`config.mk`:
```
export PLATFORM = sky130hd
export DESIGN_NAME = qrs_front
export DESIGN_NICKNAME = d
export VERILOG_FILES = /design/src/hdl/qrs_pkg.sv /design/src/hdl/qrs_front.sv
export SDC_FILE = /design/constraint.sdc
export NUM_CORES = 2
export LEC_CHECK = 0
export BUFFER_PORTS_ARGS = -buffer_cell sky130_fd_sc_hd__buf_4
export CAP_MARGIN = 20
export CORE_MARGIN = 4
export CORE_UTILIZATION = 48
export CTS_CLUSTER_SIZE = 12
export DETAILED_ROUTE_END_ITERATION = 7
export PLACE_DENSITY = 0.61
export SETUP_SLACK_MARGIN = 0.02
export SLEW_MARGIN = 20
export SYNTH_ARGS = -nofsm -noshare
export SYNTH_HDL_FRONTEND = slang
export SYNTH_SLANG_ARGS = --single-unit
```
`constraint.sdc`:
```
create_clock -name clk -period 15.4 [get_ports clk]
set_input_delay 2.31 -clock clk [delete_from_list [all_inputs] [get_ports clk]]
set_output_delay 2.31 -clock clk [all_outputs]
set_load 0.05 [all_outputs]
```
`src/hdl/qrs_pkg.sv`:
```
// qrs_pkg: shared constants, case codes and the saturating root helper
// used by every module of the quadratic root solver; no dependencies
package qrs_pkg;

  localparam int COEF_WIDTH_DEF = 16;
  localparam int ROOT_FRAC_DEF  = 16;
  localparam int ROOT_W         = 32;
  localparam int CNT_W          = 2;

  localparam logic [CNT_W-1:0] CNT_NONE = 2'd0;
  localparam logic [CNT_W-1:0] CNT_ONE  = 2'd1;
  localparam logic [CNT_W-1:0] CNT_TWO  = 2'd2;

  // which root formula applies to one word
  typedef enum logic [1:0] {
    KIND_NONE,
    KIND_LINEAR,
    KIND_DOUBLE,
    KIND_TWO
  } kind_t;

  typedef struct packed {
    logic              sat;
    logic [ROOT_W-1:0] val;
  } root_t;

  // apply sign to a quotient magnitude, clip to signed 32 bits
  function automatic root_t sat_root(input logic [63:0] q, input logic neg);
    root_t r;
    r.sat = 1'b0;
    if (neg) begin
      if (q > 64'h0000_0000_8000_0000) begin
        r.sat = 1'b1;
        r.val = 32'h8000_0000;
      end else begin
        r.val = 32'h0 - q[ROOT_W-1:0];
      end
    end else begin
      if (q > 64'h0000_0000_7FFF_FFFF) begin
        r.sat = 1'b1;
        r.val = 32'h7FFF_FFFF;
      end else begin
        r.val = q[ROOT_W-1:0];
      end
    end
    return r;
  endfunction

endpackage

```
`src/hdl/qrs_front.sv`:
```
// qrs_front: two register stages, coefficient products then discriminant
// and case selection; depends on qrs_pkg
module qrs_front import qrs_pkg::*; #(
  parameter int CW = COEF_WIDTH_DEF,
  parameter int DW = 2 * COEF_WIDTH_DEF + 3
) (
  input  logic                 clk,
  input  logic                 rst_n,
  input  logic                 adv,
  input  logic                 in_valid,
  input  logic signed [CW-1:0] in_a,
  input  logic signed [CW-1:0] in_b,
  input  logic signed [CW-1:0] in_c,
  output logic                 out_valid,
  output logic        [DW-1:0] out_d,
  output kind_t                out_kind,
  output logic signed [CW-1:0] out_a,
  output logic signed [CW-1:0] out_b,
  output logic signed [CW-1:0] out_c
);

  logic                   v1_r;
  logic signed [CW-1:0]   a1_r, b1_r, c1_r;
  logic signed [2*CW-1:0] bb_r, ac_r;
  logic                   v2_r;
  logic        [DW-1:0]   d_r;
  kind_t                  kind_r;
  logic signed [CW-1:0]   a2_r, b2_r, c2_r;

  logic signed [DW-1:0]   d_nxt;
  kind_t                  kind_nxt;

  always_comb begin
    d_nxt = DW'(bb_r) - (DW'(ac_r) <<< 2);
    if (d_nxt[DW-1] || (a1_r == '0 && b1_r == '0)) begin
      kind_nxt = KIND_NONE;
    end else if (a1_r == '0) begin
      kind_nxt = KIND_LINEAR;
    end else if (d_nxt == '0) begin
      kind_nxt = KIND_DOUBLE;
    end else begin
      kind_nxt = KIND_TWO;
    end
  end

  always_ff @(posedge clk) begin
    if (!rst_n) begin
      v1_r <= 1'b0;
      v2_r <= 1'b0;
    end else if (adv) begin
      v1_r <= in_valid;
      v2_r <= v1_r;
    end
  end

  always_ff @(posedge clk) begin
    if (adv) begin
      a1_r   <= in_a;
      b1_r   <= in_b;
      c1_r   <= in_c;
      bb_r   <= in_b * in_b;
      ac_r   <= in_a * in_c;
      d_r    <= d_nxt;
      kind_r <= kind_nxt;
      a2_r   <= a1_r;
      b2_r   <= b1_r;
      c2_r   <= c1_r;
    end
  end

  assign out_valid = v2_r;
  assign out_d     = d_r;
  assign out_kind  = kind_r;
  assign out_a     = a2_r;
  assign out_b     = b2_r;
  assign out_c     = c2_r;

endmodule

```
==> results.md <==
- Status: completed
- Min-Delay Path Class: reg2reg
- Worst setup path startpoint: in_b[15]
- Max-Cap Viols: 0
- Top cell family by delay on the critical path: adder cells
- Final std cells w/o fill: 3439
- Std-Cell Rows: 86
- Placed Cells incl. Taps: ~3.4k
- Area grow syn2layout: 8.89%
- Final setup fails: 0
- Ports: ~140
- Pre-antenna DRT Iters: 5
- Maximum buffer depth of the clock tree: 2
- R2R cell count: 12
- Layout cells sized above 1: approximately 7.0%
- Wire per inst: about 17 um
- Die Y: between 200 and 250 um
- Clk slew on worst S/H paths: 0.08 ns
- Worst Path Required: 15.65 ns
- Detailed placement HPWL: 47.8 mm
- Via count: roughly 18k
- CTS buffer count: 17
- Post_cts resized: 0
- First-pass GRT wire length: between 90 and 100 mm
- Post-synth cell types: 64
- Worst path bufs/invs: 4
- Final-report max-slew violation count: 0
- Setup Total Neg Slack: 0 ns
- CTS tree: built
- Placed instance area: around 28000 um2
- Dominant synthesized flop cell: edfxtp_1
- Die width: between 200 and 250 um
- Post-CTS Setup Repair Bufs: 0
- Layout Nets: around 3.4k
- Syn avg cell area: a little over 10 um2
- Max FO, Critical Path: 21
- Net count of the mapped netlist: 3338
- Critical path's most frequent cell: fa_1
- Worst hold endpoint: out_c[6]
- Actual slew at the worst max-slew pin: around 1.3 ns
- Cells after Synth: roughly 2.6k
- Setup crit end kind: register
- Final hold vios: 0
- 1st-iter DRT viols: approximately 1.1k
- CTS sink cnt: roughly 200
- Worst-Skew Late Latency: 0.49 ns
- Worst Clk Skew: 0.0112 ns
- Crit-path cells: buf_4 > inv_1 > nor2_1 > fa_1 > fa_1 > fa_1 > fa_1 > fa_1 > inv_1 > fa_1 > inv_1 > ha_1 > nand3_1 > nor2_1 > a21o_1 > a2111oi_0 > o211ai_1 > a2111oi_1 > o41ai_1 > a21oi_1 > o21bai_1 > xnor2_1
- Tmin final: a little over 9 ns
- Final GP Congestion: 0.881
- Worst slew margin: a little under an eighth
- Synthesized flop and latch total: around 200
- Core Region: 55100 um2
- Root buffer cell: clkbuf_16
- Initial core utilization: between 40% and 50%
- Routed Antenna Nets: 0
- Synth Cell Area: approximately 27000 um2
- Most frequent cells in the layout: inv_1 (658), fa_1 (497), nand2_1 (225)
- Reg2reg start: ac_r[0]
- Number of enable flip-flop cells after synthesis: 193
- Ys Warns: 0
- Vias in the first global route: between 15k and 20k
- Design area: just under 30000 um2
- Critical Path Start Type: input port
- GR Util All Layers: between 20% and 30%
- CP peak stage delay: around 0.92 ns
- R2R Setup Slk: around 11 ns
- RSZ-0062 raised after global routing: false
- Tcrit/Tclk final: around 60%
- GRT overflow: 0
- Die area: around 59000 um2
- Worst path slowest cell: fa_1
- Hold Startpoint: c1_r[6]
- Antenna violations before repair: 1
- Fraction of registers with async set or reset after synthesis: 0%
- Worst R2R End: out_kind[0]
- CP Depth: 22
- Hold Crit Depth: 0
- Largest net degree at the start of global routing: between 70 and 80
- IO buf count: between 100 and 150
- Register area share after synthesis: 21.9%
- Vias/cell: approximately 5.2
- Htree depth: 4
- F_max: 109 MHz
- Post-CTS Hold Fix Bufs: 0
- WL final: between 50 and 60 mm
- Crit Path Category: in2reg
- Drt drc: 0
- Most common cell after layout, fill and taps aside: inv_1
- Crit path DAT: 9.45 ns
[cell usage after synthesis, types with 14 or more instances]
cell type  count  area (um2)
inv_1        658        2470
fa_1         497        9950
nand2_1      225         845
ha_1         205        2560
edfxtp_1     193        5800
and2_1       154         963
nor2_1        92         345
xnor2_1       82         718
a21oi_1       65         325
clkbuf_1      59         221
o21ai_0       36         180
a21o_1        33         248
o21a_1        26         195
nor3_1        24         120
nand2b_1      18         113
nand3_1       17        85.1
o21bai_1      16         120
xor2_1        16         140
nor2b_1       14        87.6
nor4_1        14        87.6
[state kept, by name, indices dropped and copies added, names as in the netlist]
name       cells
out_c         16
out_valid      1
bb_r          30
out_b         15
out_kind       2
out_a         16
b1_r          16
a1_r          16
c1_r          16
ac_r          32
out_d         34
v1_r           1
[final cells by class]
class                           instances  area (um2)
Clock inverter                         15         215
Antenna cell                            1        2.50
Inverter                              658        2470
Sequential cell                       195        5840
Multi-Input combinational cell       1667       18100
Timing Repair Buffer                  138        1040
Fill cell                            5100       26000
Clock buffer                           17         425
Tap cell                              748         936
[metrics by stage]
stage	util, %	hold WS (ns)	setup WS (ns)
floorplan	-	0.400	6.63
global placement	51.6	0.401	5.99
detailed placement	51.6	0.406	5.73
CTS	52.8	0.427	6.24
global route	52.8	0.431	5.68
finish	52.8	0.425	6.20
[metal layers]
| metal | track usage (%) | vias to the layer above | routed length (um) |
|---|---|---|---|
| li1 | - | 8173 | - |
| met1 | 28.9 | 9141 | 25800 |
| met2 | 35.2 | 375 | 29100 |
| met3 | 3.11 | 71 | 2590 |
| met4 | 5.82 | 0 | 1100 |
| met5 | 0 | - | 0 |
[cell families (layout without fill, tap and decap cells)]
group,after synthesis,after routing,share of synthesized area (%)
compound gates,256,256,6.56
xor+xnor,98,98,3.22
fa+ha+maj,702,702,46.9
buf+inv,722,828,10.2
flops,195,195,21.9
mux,3,3,0.113
other cells,1,2,0.0140
simple gates,607,607,11.2
[worst max path at each step]
| stage | endpoint |
|---|---|
| after floorplan | bb_r[31] |
| after global placement | bb_r[31] |
| after detailed placement | bb_r[31] |
| after CTS | bb_r[31] |
| after global routing | bb_r[31] |
| final | bb_r[31] |
Power is left out: the tool's default activity adds up to more than one toggle a clock period on the data nets, which glitch-free logic cannot reach.
