### config.mk
export PLATFORM = sky130hd
export DESIGN_NAME = qrs_sqrt
export DESIGN_NICKNAME = d
export VERILOG_FILES = /design/src/hdl/qrs_pkg.sv /design/src/hdl/qrs_sqrt.sv
export SDC_FILE = /design/constraint.sdc
export NUM_CORES = 1
export LEC_CHECK = 0
export ABC_CLOCK_PERIOD_IN_PS = 8600
export BUFFER_PORTS_ARGS = -buffer_cell sky130_fd_sc_hd__buf_2
export CORE_ASPECT_RATIO = 0.9
export CORE_MARGIN = 2
export CORE_UTILIZATION = 55
export DETAILED_ROUTE_END_ITERATION = 16
export HOLD_SLACK_MARGIN = 0.12
export PLACE_DENSITY_LB_ADDON = 0.05
export SLEW_MARGIN = 10
export SYNTH_ARGS = -nofsm -noshare
export SYNTH_HDL_FRONTEND = slang
export SYNTH_SLANG_ARGS = --single-unit
### constraint.sdc
create_clock -name clk -period 8.6 [get_ports clk]
set_input_delay 0.43 -clock clk [delete_from_list [all_inputs] [get_ports clk]]
set_output_delay 0.43 -clock clk [all_outputs]
set_load 0.01 [all_outputs]
### src/hdl/qrs_pkg.sv
// qrs_pkg: shared constants, case codes and the saturating root helper
// used by every module of the quadratic root solver; no dependencies
package qrs_pkg;

  localparam int COEF_WIDTH_DEF = 16;
  localparam int ROOT_FRAC_DEF  = 16;
  localparam int ROOT_W         = 32;
  localparam int CNT_W          = 2;

  localparam logic [CNT_W-1:0] CNT_NONE = 2'd0;
  localparam logic [CNT_W-1:0] CNT_ONE  = 2'd1;
  localparam logic [CNT_W-1:0] CNT_TWO  = 2'd2;

  // which root formula applies to one word
  typedef enum logic [1:0] {
    KIND_NONE,
    KIND_LINEAR,
    KIND_DOUBLE,
    KIND_TWO
  } kind_t;

  typedef struct packed {
    logic              sat;
    logic [ROOT_W-1:0] val;
  } root_t;

  // apply sign to a quotient magnitude, clip to signed 32 bits
  function automatic root_t sat_root(input logic [63:0] q, input logic neg);
    root_t r;
    r.sat = 1'b0;
    if (neg) begin
      if (q > 64'h0000_0000_8000_0000) begin
        r.sat = 1'b1;
        r.val = 32'h8000_0000;
      end else begin
        r.val = 32'h0 - q[ROOT_W-1:0];
      end
    end else begin
      if (q > 64'h0000_0000_7FFF_FFFF) begin
        r.sat = 1'b1;
        r.val = 32'h7FFF_FFFF;
      end else begin
        r.val = q[ROOT_W-1:0];
      end
    end
    return r;
  endfunction

endpackage

### src/hdl/qrs_sqrt.sv
// qrs_sqrt: integer square root, one result bit per register stage,
// side data carried alongside; depends on qrs_pkg
module qrs_sqrt import qrs_pkg::*; #(
  parameter int DW  = 2 * COEF_WIDTH_DEF + 3,
  parameter int SBW = 3 * COEF_WIDTH_DEF + 2
) (
  input  logic                      clk,
  input  logic                      rst_n,
  input  logic                      adv,
  input  logic                      in_valid,
  input  logic [DW-1:0]             in_rad,
  input  logic [SBW-1:0]            in_sb,
  output logic                      out_valid,
  output logic [(DW+1)/2-1:0]       out_root,
  output logic [SBW-1:0]            out_sb
);

  localparam int SW = (DW + 1) / 2;
  localparam int RW = SW + 2;

  logic          valid_r [SW];
  logic [RW-1:0] rem_r   [SW];
  logic [SW-1:0] root_r  [SW];
  logic [2*SW-1:0] rad_r [SW];
  logic [SBW-1:0] sb_r   [SW];

  for (genvar k = 0; k < SW; k++) begin : g_stage
    logic            v_in;
    logic [RW-1:0]   rem_in;
    logic [SW-1:0]   root_in;
    logic [2*SW-1:0] rad_in;
    logic [SBW-1:0]  sb_in;
    logic [RW-1:0]   sh, trial;
    logic            ge;

    if (k == 0) begin : g_first
      assign v_in    = in_valid;
      assign rem_in  = '0;
      assign root_in = '0;
      assign rad_in  = (2*SW)'(in_rad);
      assign sb_in   = in_sb;
    end else begin : g_next
      assign v_in    = valid_r[k-1];
      assign rem_in  = rem_r[k-1];
      assign root_in = root_r[k-1];
      assign rad_in  = rad_r[k-1];
      assign sb_in   = sb_r[k-1];
    end

    // bring down two radicand bits, try 4*root+1
    assign sh    = {rem_in[RW-3:0], rad_in[2*SW-1 -: 2]};
    assign trial = {root_in, 2'b01};
    assign ge    = (sh >= trial);

    always_ff @(posedge clk) begin
      if (!rst_n) begin
        valid_r[k] <= 1'b0;
      end else if (adv) begin
        valid_r[k] <= v_in;
      end
    end

    always_ff @(posedge clk) begin
      if (adv) begin
        rem_r[k]  <= ge ? (sh - trial) : sh;
        root_r[k] <= {root_in[SW-2:0], ge};
        rad_r[k]  <= rad_in << 2;
        sb_r[k]   <= sb_in;
      end
    end
  end

  assign out_valid = valid_r[SW-1];
  assign out_root  = root_r[SW-1];
  assign out_sb    = sb_r[SW-1];

endmodule

==> results.tsv, run 1 <==
stage	metric	value	unit
run_status	status	completed	
sta	slew_viol_final	0	
synthesis	ys_types	89	
grt	grt_start_max_net_pins	205	
synthesis	avgSynthCellArea	17.7	um2
power	seqPwrFrac	53.7	%
synthesis	synth-main-ff-cell	edfxtp_1	
sta	layout_min_cycle_time	3410	ps
clock_network	numCtsBuffers	163	
critical_path	critPathBufInv	1	
final_layout	n_antenna_cell	0	
grt	grt_pass1_wl	149	mm
final_layout	nets	4213	
drt	routed_via_density	5.30	
sta	worst_pin_slew	1150	ps
synthesis	yosysWarnings	0	
sta	finalSetupViolations	0	
critical_path	critical_path_required	9110	ps
power	peakVddDrop	0.230	mV
clock_network	h-tree-depth	4	
synthesis	syn_nets	3827	
synthesis	synth_async_sr_flop_share	0	%
drt	post_drt_wl_per_cell	16.7	um
critical_path	worstSetupStartpointType	flop	
placed_design	routabilityCongestion	0.882	
sta	fin_skew	35.9	ps
final_layout	stdcell_count	5548	
drt	first_iter_violations	2359	
critical_path	critPathSlowestCell	a2111oi_0	
final_layout	drive_gt1_share	11.5	%
power	p_switching	0.00430	W
critical_path	cp_common_cell	a2111oi_0	
critical_path	cp-startpoint	root_r[14][4]	
sta	clock.fmax	0.294	GHz
critical_path	rr_startpoint	root_r[14][4]	
drt	ant_nets	0	
die	die_h	324	um
synthesis	yosysSeqAreaShare	80.4	%
clock_network	cts_resized	0	
clock_network	cts.sinks	1677	
run	maxCapViolations	0	
die	core-area	113000	um2
critical_path	cpLargestDelayFamily	compound AO/OA/AOI/OAI gates	
drt	route.detailed.drc	0	
power	clockPowerShare	36.3	%
placed_design	io_buffers	157	
clock_network	insertion_delay	770	ps
clock_network	cts_tree	built	
sta	rsz0062_at_grt	false	
die	die-area	117000	um2
final_layout	area_growth	14.0	%
power	p_comb_share	10.0	%
worst_hold_path	hp-class	in2reg	
synthesis	synth-seq-cells	1677	
power	power_leakage	26.1	nW
power	switching_share	22.7	%
power	power_density	265	nW/um2
grt	track_usage	16.0	%
critical_path	crit_chain	inv_1 -> ha_1 -> nand4_1 -> a2111oi_0 -> a2111oi_0 -> o31ai_1 -> a21oi_1 -> xor2_1 -> o21ai_1	
sta	slew_headroom	21.2	%
die	rows	117	
drt	num_vias	29400	
drt	drt-total-wl	92.8	mm
power	report.power.total	0.0189	W
grt	grt_pass1_vias	29200	
grt	grt.overflow.total	0	
synthesis	syn_inst	3549	
grt	grt_antenna_before_repair	0	
critical_path	cp.arrival	3920	ps
critical_path	endpoint_kind	flop	
clock_network	clkTransAtPathRegs	60	ps
drt	first_pass_iters	8	
synthesis	netlist_area	62700	um2
power	p_int	0.0146	W
final_layout	fin_util	63.2	%
clock_network	cts_setup_buffers	0	
placed_design	dp_hpwl	57.6	mm
sta	final_hold_viol_count	0	
clock_network	root_buffer	clkbuf_16	
clock_network	clockBufferDepth	3	
synthesis	synth_edf_count	1676	
die	die_width	360	um
worst_hold_path	worstHoldStart	adv	
placed_design	dp.cells	5169	
sta	finalSetupTns	0	ps
critical_path	cp_max_fo	8	
die	initial_core_util	55.4	%
die	io-pin-count	158	
critical_path	max_stage_delay	1030	ps
critical_path	critical_path_class	reg2reg	
sta	period_share	39.6	%
[cell type report]
| cell class | count | area (um2) |
|---|---|---|
| clock inverters | 95 | 988 |
| inverters | 227 | 852 |
| well taps | 1487 | 1860 |
| repair buffers | 264 | 1910 |
| fillers | 7949 | 41600 |
| flip-flops and latches | 1677 | 50300 |
| clock buffers | 196 | 4220 |
| multi-input cells | 1602 | 11300 |
[through the flow]
stage          hold WS, ps  setup slack [ps]  area, um2
4_1_cts                170              5310      71400
3_3_place_gp           400              5400      65300
2_1_floorplan          400              5910      62700
3_5_place_dp           405              5330      65300
5_1_grt                185              4970      71500
6_report               136              5190      71500
[worst reg2reg max path, cell delays in order (launching register included)]
cell and delay, ps:
edfxtp_1 380, inv_1 60, ha_1 420, nand4_1 260, a2111oi_0 1030, a2111oi_0 350
o31ai_1 340, a21oi_1 120, xor2_1 140, o21ai_1 70
[what timing repair did]
action | in CTS | in global routing
hold endpoints to repair | 99 | 0
hold buffers | 88 | 0
setup endpoints to repair | 0 | 0
[power by group through the flow]
stage	sequential, W	combinational (W)	clock (W)
after floorplan	0.0102	0.00132	0
after global placement	0.0103	0.00180	0
after detailed placement	0.0103	0.00185	0
after CTS	0.0102	0.00189	0.00710
after global routing	0.0102	0.00212	0.00743
final	0.0102	0.00189	0.00687
[Yosys cell counts, types with 21 or more instances]
cell type | count | share of area, %
edfxtp_1 | 1676 | 80
inv_1 | 220 | 1.3
ha_1 | 189 | 3.8
nor2_1 | 157 | 0.94
a21oi_1 | 155 | 1.2
nand2_1 | 147 | 0.88
xnor2_1 | 116 | 1.6
xor2_1 | 99 | 1.4
nor3_1 | 80 | 0.64
o21ai_0 | 69 | 0.55
o21ai_1 | 63 | 0.50
a21o_1 | 47 | 0.56
nand3_1 | 34 | 0.27
nand2b_1 | 29 | 0.29
o21a_1 | 27 | 0.32
nand4_1 | 26 | 0.26
nor4_1 | 25 | 0.25
or3_1 | 25 | 0.25
and3_1 | 24 | 0.24
mux2_1 | 24 | 0.43
nor2b_1 | 24 | 0.24
a211oi_1 | 21 | 0.25
clkbuf_1 | 21 | 0.13
[flip-flops by register name, summed over array words and instances, names as in the netlist]
| signal | count |
|---|---|
| rad_r | 306 |
| valid_r | 18 |
| root_r | 171 |
| rem_r | 282 |
| sb_r | 900 |
[cell usage in the layout (no fill, tap or decap), types with 9 or more instances in the layout]
cell type	n
nand4b_1	9
buf_2	156
nand2_1	147
nor2b_1	24
clkbuf_1	32
mux2i_1	9
nand4_1	26
edfxtp_1	1676
xnor2_1	116
a21oi_2	15
nand3_1	34
xor2_1	99
nor2_2	14
buf_4	12
o21a_1	27
nand2b_1	29
a21oi_1	154
or3_1	25
a31oi_1	9
dlygate4sd3_1	88
o31ai_1	13
inv_1	220
or4_1	15
nand3b_1	12
clkbuf_16	164
mux2_1	24
nor4_1	25
and3_1	24
ha_1	189
clkinv_1	38
bufinv_16	15
a211oi_1	21
a21o_1	47
nor2_1	157
o21ai_1	63
clkinv_2	28
o211ai_1	12
o21ai_0	69
nor3_1	80
[worst paths after layout]
kind                   endpoint  slack, ps  cells past startpoint
setup reg to reg  rem_r[15][14]       5190                      9
hold reg to reg     sb_r[9][42]        400                      0
hold / removal      sb_r[0][33]        140                      1
setup / recovery  rem_r[15][14]       5190                      9
[kinds of logic after synthesis]
| kind of cell | Yosys count | synth area share, % |
|---|---|---|
| AOI/OAI and AO/OA | 497 | 5.03 |
| xor gates and xnor gates | 216 | 3.03 |
| adders and majority gates | 189 | 3.77 |
| buffers and inverters | 270 | 1.70 |
| DFF | 1677 | 80.4 |
| muxes | 42 | 0.743 |
| other | 1 | 0.00598 |
| and+or+nand+nor | 657 | 5.36 |
[metal layers]
metal / up-vias / track usage (%) / part of all wire [%]
li1: 14300 / - / -
met2: 634 / 25.3 / 47
met5: - / 0 / 0
met1: 14300 / 21.7 / 46
met4: 0 / 6.62 / 3.1
met3: 195 / 3.58 / 4.7
No activity file was read; power rests on OpenSTA's default activity.
==> run 2: changes to the inputs <==
- ABC_CLOCK_PERIOD_IN_PS: 8600 -> 2900
- clock period: 8.6 -> 2.9 ns (I/O delays scaled with it)
==> results.tsv, run 2 (same netlist as run 1, synthesis figures left out) <==
stage	metric	value	unit	change
run_status	status	completed		
die	core-area	113000	um2	unchanged
worst_hold_path	hp-class	in2reg		
grt	grt_pass1_vias	30000		+2.8%
sta	finalSetupTns	0	ps	unchanged
sta	finalSetupViolations	0		unchanged
placed_design	routabilityCongestion	0.913		+3.5%
sta	slew_headroom	46.1	%	+25 points
power	report.power.total	0.0561	W	+200%
drt	num_vias	30000		+1.9%
critical_path	critPathSlowestCell	a31oi_1		
critical_path	worstSetupStartpointType	flop		
sta	fin_skew	31.0	ps	-4.87 ps
drt	wl_met1	44.2	mm	+4.5%
power	peakVddDrop	0.596	mV	+160%
sta	whs	337	ps	+201 ps
clock_network	clkTransAtPathRegs	60	ps	about the same
final_layout	largest_reg_flops	900		unchanged
critical_path	critical_path_class	reg2reg		
drt	first_pass_iters	5		-3
sta	slew_viol_final	0		unchanged
placed_design	dp_hpwl	60.1	mm	+4.3%
critical_path	crit_chain	ha_1 -> a21oi_1 -> o21ai_0 -> a31oi_1 -> o311ai_4 -> a21oi_2 -> buf_4 -> inv_2 -> mux2_1		
critical_path	critPathBufInv	2		+1
grt	grt.overflow.total	0		unchanged
die	rows	117		unchanged
final_layout	fin_util	64.6	%	+1.3 points
critical_path	cp-startpoint	rem_r[14][7]		
die	initial_core_util	55.4	%	unchanged
drt	wl_met2	45.1	mm	+4.2%
clock_network	h-tree-depth	4		unchanged
clock_network	clockBufferDepth	3		unchanged
critical_path	rrSetupSlack	10	ps	-5180 ps
sta	layout_min_cycle_time	2890	ps	-518 ps
critical_path	cp_max_fo	8		unchanged
final_layout	mostFrequentLayoutCell	edfxtp_1		
critical_path	endpoint_kind	flop		
drt	first_iter_violations	2300		-2.5%
sta	clock.fmax	0.346	GHz	+18%
final_layout	n_antenna_cell	0		unchanged
clock_network	numCtsBuffers	162		-0.61%
die	die_h	324	um	unchanged
power	power_leakage	26.9	nW	+2.8%
critical_path	rr_startpoint	rem_r[14][7]		
critical_path	cpLargestDelayFamily	compound AO/OA/AOI/OAI gates		
final_layout	nets	4373		+3.8%
drt	ant_nets	0		unchanged
critical_path	max_stage_delay	490	ps	-540 ps
clock_network	insertion_delay	770	ps	about the same
critical_path	cp.arrival	3390	ps	-530 ps
final_layout	most-common-layout-cells	edfxtp_1, inv_1, ha_1		
critical_path	critical_path_required	3400	ps	-5710 ps
drt	drt-total-wl	95.6	mm	+3.0%
die	die-area	117000	um2	unchanged
drt	routed.top_layer	met4		
clock_network	cts_tree	built		
placed_design	io_buffers	157		unchanged
sta	period_share	99.6	%	+60 points
drt	route.detailed.drc	0		unchanged
drt	wl_met3	3.65	mm	-16%
drt	routed_via_density	5.25		-0.96%
final_layout	reg_top3	sb_r x900, rad_r x306, rem_r x282		
grt	grt_pass1_wl	154	mm	+3.4%
final_layout	top_register	sb_r		
final_layout	drive_gt1_share	13.0	%	+1.5 points
final_layout	multiInputGateArea	11400	um2	+0.89%
sta	worst_pin_slew	809	ps	-343 ps
sta	final_hold_viol_count	0		unchanged
grt	track_usage	16.5	%	+0.51 points
final_layout	seq_area	50300	um2	unchanged
drt	post_drt_wl_per_cell	16.7	um	about the same
final_layout	fillers	7825		-1.6%
run	maxCapViolations	0		unchanged
clock_network	root_buffer	clkbuf_16		
clock_network	cts.sinks	1677		unchanged
grt	grt_antenna_before_repair	1		+1
power	power_density	768	nW/um2	+190%
die	io-pin-count	158		unchanged
grt	grt_start_max_net_pins	148		-28%
die	die_width	360	um	unchanged
final_layout	area_growth	16.4	%	
worst_hold_path	worstHoldStart	rst_n		
[run 2: final timing paths]
path	to	cells past startpoint
max	rem_r[15][7]	9
min	valid_r[8][0]	3
max reg2reg	rem_r[15][7]	9
min reg2reg	sb_r[5][24]	0
[run 2: metrics by stage]
| step | cells | worst slack, ps | instance area (um2) |
|---|---|---|---|
| after floorplan | 3549 | 208 | 62700 |
| after global placement | 5244 | -168 | 66000 |
| after detailed placement | 5244 | -198 | 66000 |
| after CTS | 5710 | 3.56 | 72900 |
| after global routing | 5710 | -50.1 | 73000 |
| final | 5710 | 12.8 | 73000 |
[run 2: metal layers]
| layer | global-route usage, % | up-vias |
|---|---|---|
| li1 | - | 14700 |
| met1 | 22.7 | 14600 |
| met2 | 26.4 | 540 |
| met3 | 3.23 | 204 |
| met4 | 6.27 | 0 |
| met5 | 0 | - |
[run 2: layout make-up]
class / instances / share of cell area (%)
flip-flops and latches: 1677 / 69.0
multi-input cells: 1602 / 15.6
clock buffers: 206 / 5.87
repair buffers: 425 / 4.74
well taps: 1487 / 2.55
inverters: 227 / 1.17
clock inverters: 86 / 1.08
[run 2: tightest hold or removal path: cells and delay by family]
kind | cells | cell delay, ps
and+or+nand+nor | 1 | 160
buffers and inverters | 2 | 750
[run 2: repair_timing]
item / 4_1_cts / 5_1_grt
setup endpoints to repair: 12 / 60
endpoints found under the hold margin: 291 / 0
buffers inserted: 0 / 0
resized for setup: 5 / 21
hold buffers: 174 / 0
[run 2: report_power, final]
part	internal [W]	switching, W
logic	0.00264	0.00335
registers	0.0292	0.000916
clock network	0.0113	0.00859
total	0.0432	0.0129
==> run 3: changes to the inputs <==
- ABC_AREA: not set -> 1
- SETUP_SLACK_MARGIN: not set -> 0.02
==> results.tsv, run 3 <==
stage	metric	value	unit	change
die	die_width	370	um	+2.8%
final_layout	finalInstanceArea	76400	um2	+4.7%
synthesis	synthTopCellsByCount	edfxtp_1, nand2_1, inv_1, nor2_1, nand3_1		
drt	ant_nets	0		unchanged
synthesis	synth_edf_count	1676		unchanged
clock_network	root_buffer	clkbuf_16		
critical_path	cp.arrival	3070	ps	-320 ps
sta	finalSetupViolations	0		unchanged
synthesis	synth_async_sr_flop_share	0	%	unchanged
final_layout	fin_util	64.1	%	-0.46 points
placed_design	dp_hpwl	77.2	mm	+28%
placed_design	io_buffers	157		unchanged
sta	layout_min_cycle_time	2560	ps	-327 ps
die	io-pin-count	158		unchanged
sta	worst_pin_slew	720	ps	-88.6 ps
critical_path	rrSetupSlack	340	ps	+330 ps
worst_hold_path	hold_depth	2		-1
clock_network	clockBufferDepth	3		unchanged
die	die-area	123000	um2	+5.6%
synthesis	avgSynthCellArea	13.7	um2	-23%
final_layout	nets	5639		+29%
synthesis	syn_nets	5119		+34%
final_layout	multiInputGateArea	13400	um2	+18%
critical_path	endpoint_kind	flop		
grt	grt_antenna_before_repair	4		+3
drt	first_iter_violations	2402		+4.4%
die	rows	120		+2.6%
critical_path	rr_worst_depth	8		-1
clock_network	cts_tree	built		
drt	post_drt_wl_per_cell	16.2	um	-3.1%
run_status	status	completed		
die	core-area	119000	um2	+5.5%
run	maxCapViolations	0		unchanged
final_layout	reg_top3	sb_r x900, rad_r x306, rem_r x282		
synthesis	yosysWarnings	0		unchanged
final_layout	area_growth	15.4	%	
power	peakVddDrop	0.518	mV	-13%
final_layout	top_register	sb_r		
worst_hold_path	hold_end	sb_r[0][38]		
critical_path	cp-startpoint	rem_r[7][5]		
power	seqPwrFrac	53.1	%	-0.7 points
clock_network	h-tree-depth	4		unchanged
grt	grt_start_max_net_pins	128		-14%
sta	final_hold_viol_count	0		unchanged
power	p_comb_share	10.9	%	+0.2 points
drt	route.detailed.drc	0		unchanged
synthesis	synth-main-ff-cell	edfxtp_1		
power	power_density	737	nW/um2	-4.0%
grt	grt.overflow.total	0		unchanged
synthesis	synth.top_cells.by_area	edfxtp_1, nand2_1, ha_1		
sta	period_share	88.3	%	-11 points
power	p_int	0.0427	W	-1.0%
drt	routed_via_density	4.98		-5.0%
critical_path	cp_max_fo	15		+7
drt	first_pass_iters	5		unchanged
clock_network	clkTransAtPathRegs	60	ps	about the same
synthesis	synth_top_area_cell	edfxtp_1		
sta	slew_headroom	51.9	%	+5.8 points
clock_network	cts_resized	0		-5
grt	track_usage	18.9	%	+2.4 points
sta	slew_viol_final	0		unchanged
die	initial_core_util	55.5	%	+0.096 points
worst_hold_path	hp-class	in2reg		
final_layout	drive_gt1_share	10.4	%	-2.7 points
synthesis	yosysSeqAreaShare	76.0	%	-4.3 points
critical_path	r2r_end	rem_r[8][5]		
grt	grt_pass1_vias	34400		+15%
synthesis	yosysMostFrequentCell	edfxtp_1		
power	power_leakage	30.2	nW	+12%
critical_path	critical_path_required	3410	ps	about the same
worst_hold_path	worstHoldStart	in_sb[38]		
sta	rsz0062_at_grt	false		
synthesis	ys_types	54		-39%
final_layout	seq_area	50300	um2	unchanged
grt	grt_pass1_wl	183	mm	+18%
clock_network	numCtsBuffers	161		-0.62%
clock_network	cts_setup_buffers	0		unchanged
clock_network	cts.sinks	1677		unchanged
drt	drt-total-wl	115	mm	+20%
drt	num_vias	35300		+18%
sta	fin_skew	27.9	ps	-3.11 ps
final_layout	fillers	8950		+14%
critical_path	critical_path_class	reg2reg		
critical_path	worstSetupStartpointType	flop		
synthesis	syn_inst	4841		+36%
final_layout	mostFrequentLayoutCell	edfxtp_1		
placed_design	routabilityCongestion	0.849		-7.0%
power	clockPowerShare	36.0	%	+0.5 points
sta	finalSetupTns	0	ps	unchanged
power	switching_share	24.1	%	+1.2 points
clock_network	insertion_delay	780	ps	about the same
die	die_h	333	um	+2.8%
synthesis	synth_top_area_share	76.0	%	-4.3 points
final_layout	most-common-layout-cells	edfxtp_1, nand2_1, inv_1		
critical_path	rr_startpoint	rem_r[7][5]		
synthesis	netlist_area	66200	um2	+5.7%
power	p_switching	0.0136	W	+5.8%
synthesis	synth-seq-cells	1677		unchanged
placed_design	postPlaceCellArea	69500	um2	+5.3%
sta	whs	202	ps	-135 ps
sta	clock.fmax	0.391	GHz	+13%
final_layout	largest_reg_flops	900		unchanged
==> run 3: changes by cell type after synthesis, sizes merged, moves of 23 or more <==
cell | before | now
nor2b | 25 | 2
nand3 | 34 | 237
nand3b | 12 | 43
a21oi | 169 | 197
inv | 226 | 585
nand2 | 147 | 1155
nand2b | 29 | 0
or3 | 25 | 0
a21o | 47 | 2
mux2 | 33 | 0
xnor2 | 117 | 53
nor3 | 81 | 26
nor2 | 171 | 331
xor2 | 99 | 67
==> run 3: how the worst max path moves through the flow <==
stage,endpoint,slack (ps),depth (start not counted)
after floorplan,rem_r[2][2],940,10
after global placement,rem_r[8][5],400,8
after detailed placement,rem_r[9][10],360,11
after CTS,rem_r[9][10],350,11
after global routing,rem_r[9][10],80,11
final,rem_r[8][5],340,8
==> run 3: repair_timing <==
action	4_1_cts	5_1_grt
hold buffers	169	0
endpoints found under the hold margin	236	0
setup endpoints to repair	0	0
==> run 3: final cells by class <==
class	count	share of cell area (%)
multi-input combinational	2546	17.5
sequential	1677	65.9
timing repair buffer	389	4.27
tap	1586	2.60
antenna	1	0.00327
clock inverter	101	1.33
clock buffer	187	5.48
inverter	586	2.89
==> run 3: per-stage QoR <==
stage / power [W] / setup WS, ps / std cells
2_1_floorplan: 0.0341 / 942 / 4841
3_3_place_gp: 0.0363 / 403 / 6615
3_5_place_dp: 0.0364 / 365 / 6615
4_1_cts: 0.0570 / 349 / 7072
5_1_grt: 0.0590 / 83.9 / 7073
6_report: 0.0564 / 340 / 7073
==> run 3: power groups by stage <==
stage               Sequential [W]  Clock, W  Combinational (W)
floorplan                   0.0300         0            0.00408
global placement            0.0304         0            0.00593
detailed placement          0.0304         0            0.00596
CTS                         0.0299    0.0209            0.00617
global route                0.0301    0.0219            0.00704
finish                      0.0299    0.0203            0.00612
==> run 3: worst max-delay path, stage by stage, from the launching register on <==
cell      delay (ps)
edfxtp_1         410
ha_1             370
a21oi_1          240
o21ai_0          160
a21oi_1          150
nand2_1           60
nor2_1           490
buf_4            320
o21ai_0          100
==> run 3: cell families (layout without fill, tap and decap cells) <==
logic type / Yosys count / after routing / share of synthesized area [%]
buffers and inverters: 618 / 1263 / 3.72
xor gates and xnor gates: 120 / 120 / 1.59
AOI/OAI and AO/OA: 374 / 374 / 3.14
adders and majority gates: 189 / 189 / 3.57
and+or+nand+nor: 1862 / 1862 / 11.9
DFF: 1677 / 1677 / 76.0
other: 1 / 2 / 0.00566
==> run 3: metal layers <==
metal	global-route usage (%)	part of all wire, %	wire length (um)	up-vias
met5	0	0.011	13	-
met4	6.81	2.9	3290	2
met3	3.59	4.1	4660	202
met2	29.6	46	53200	600
met1	26.7	47	53600	16600
li1	-	-	-	17900
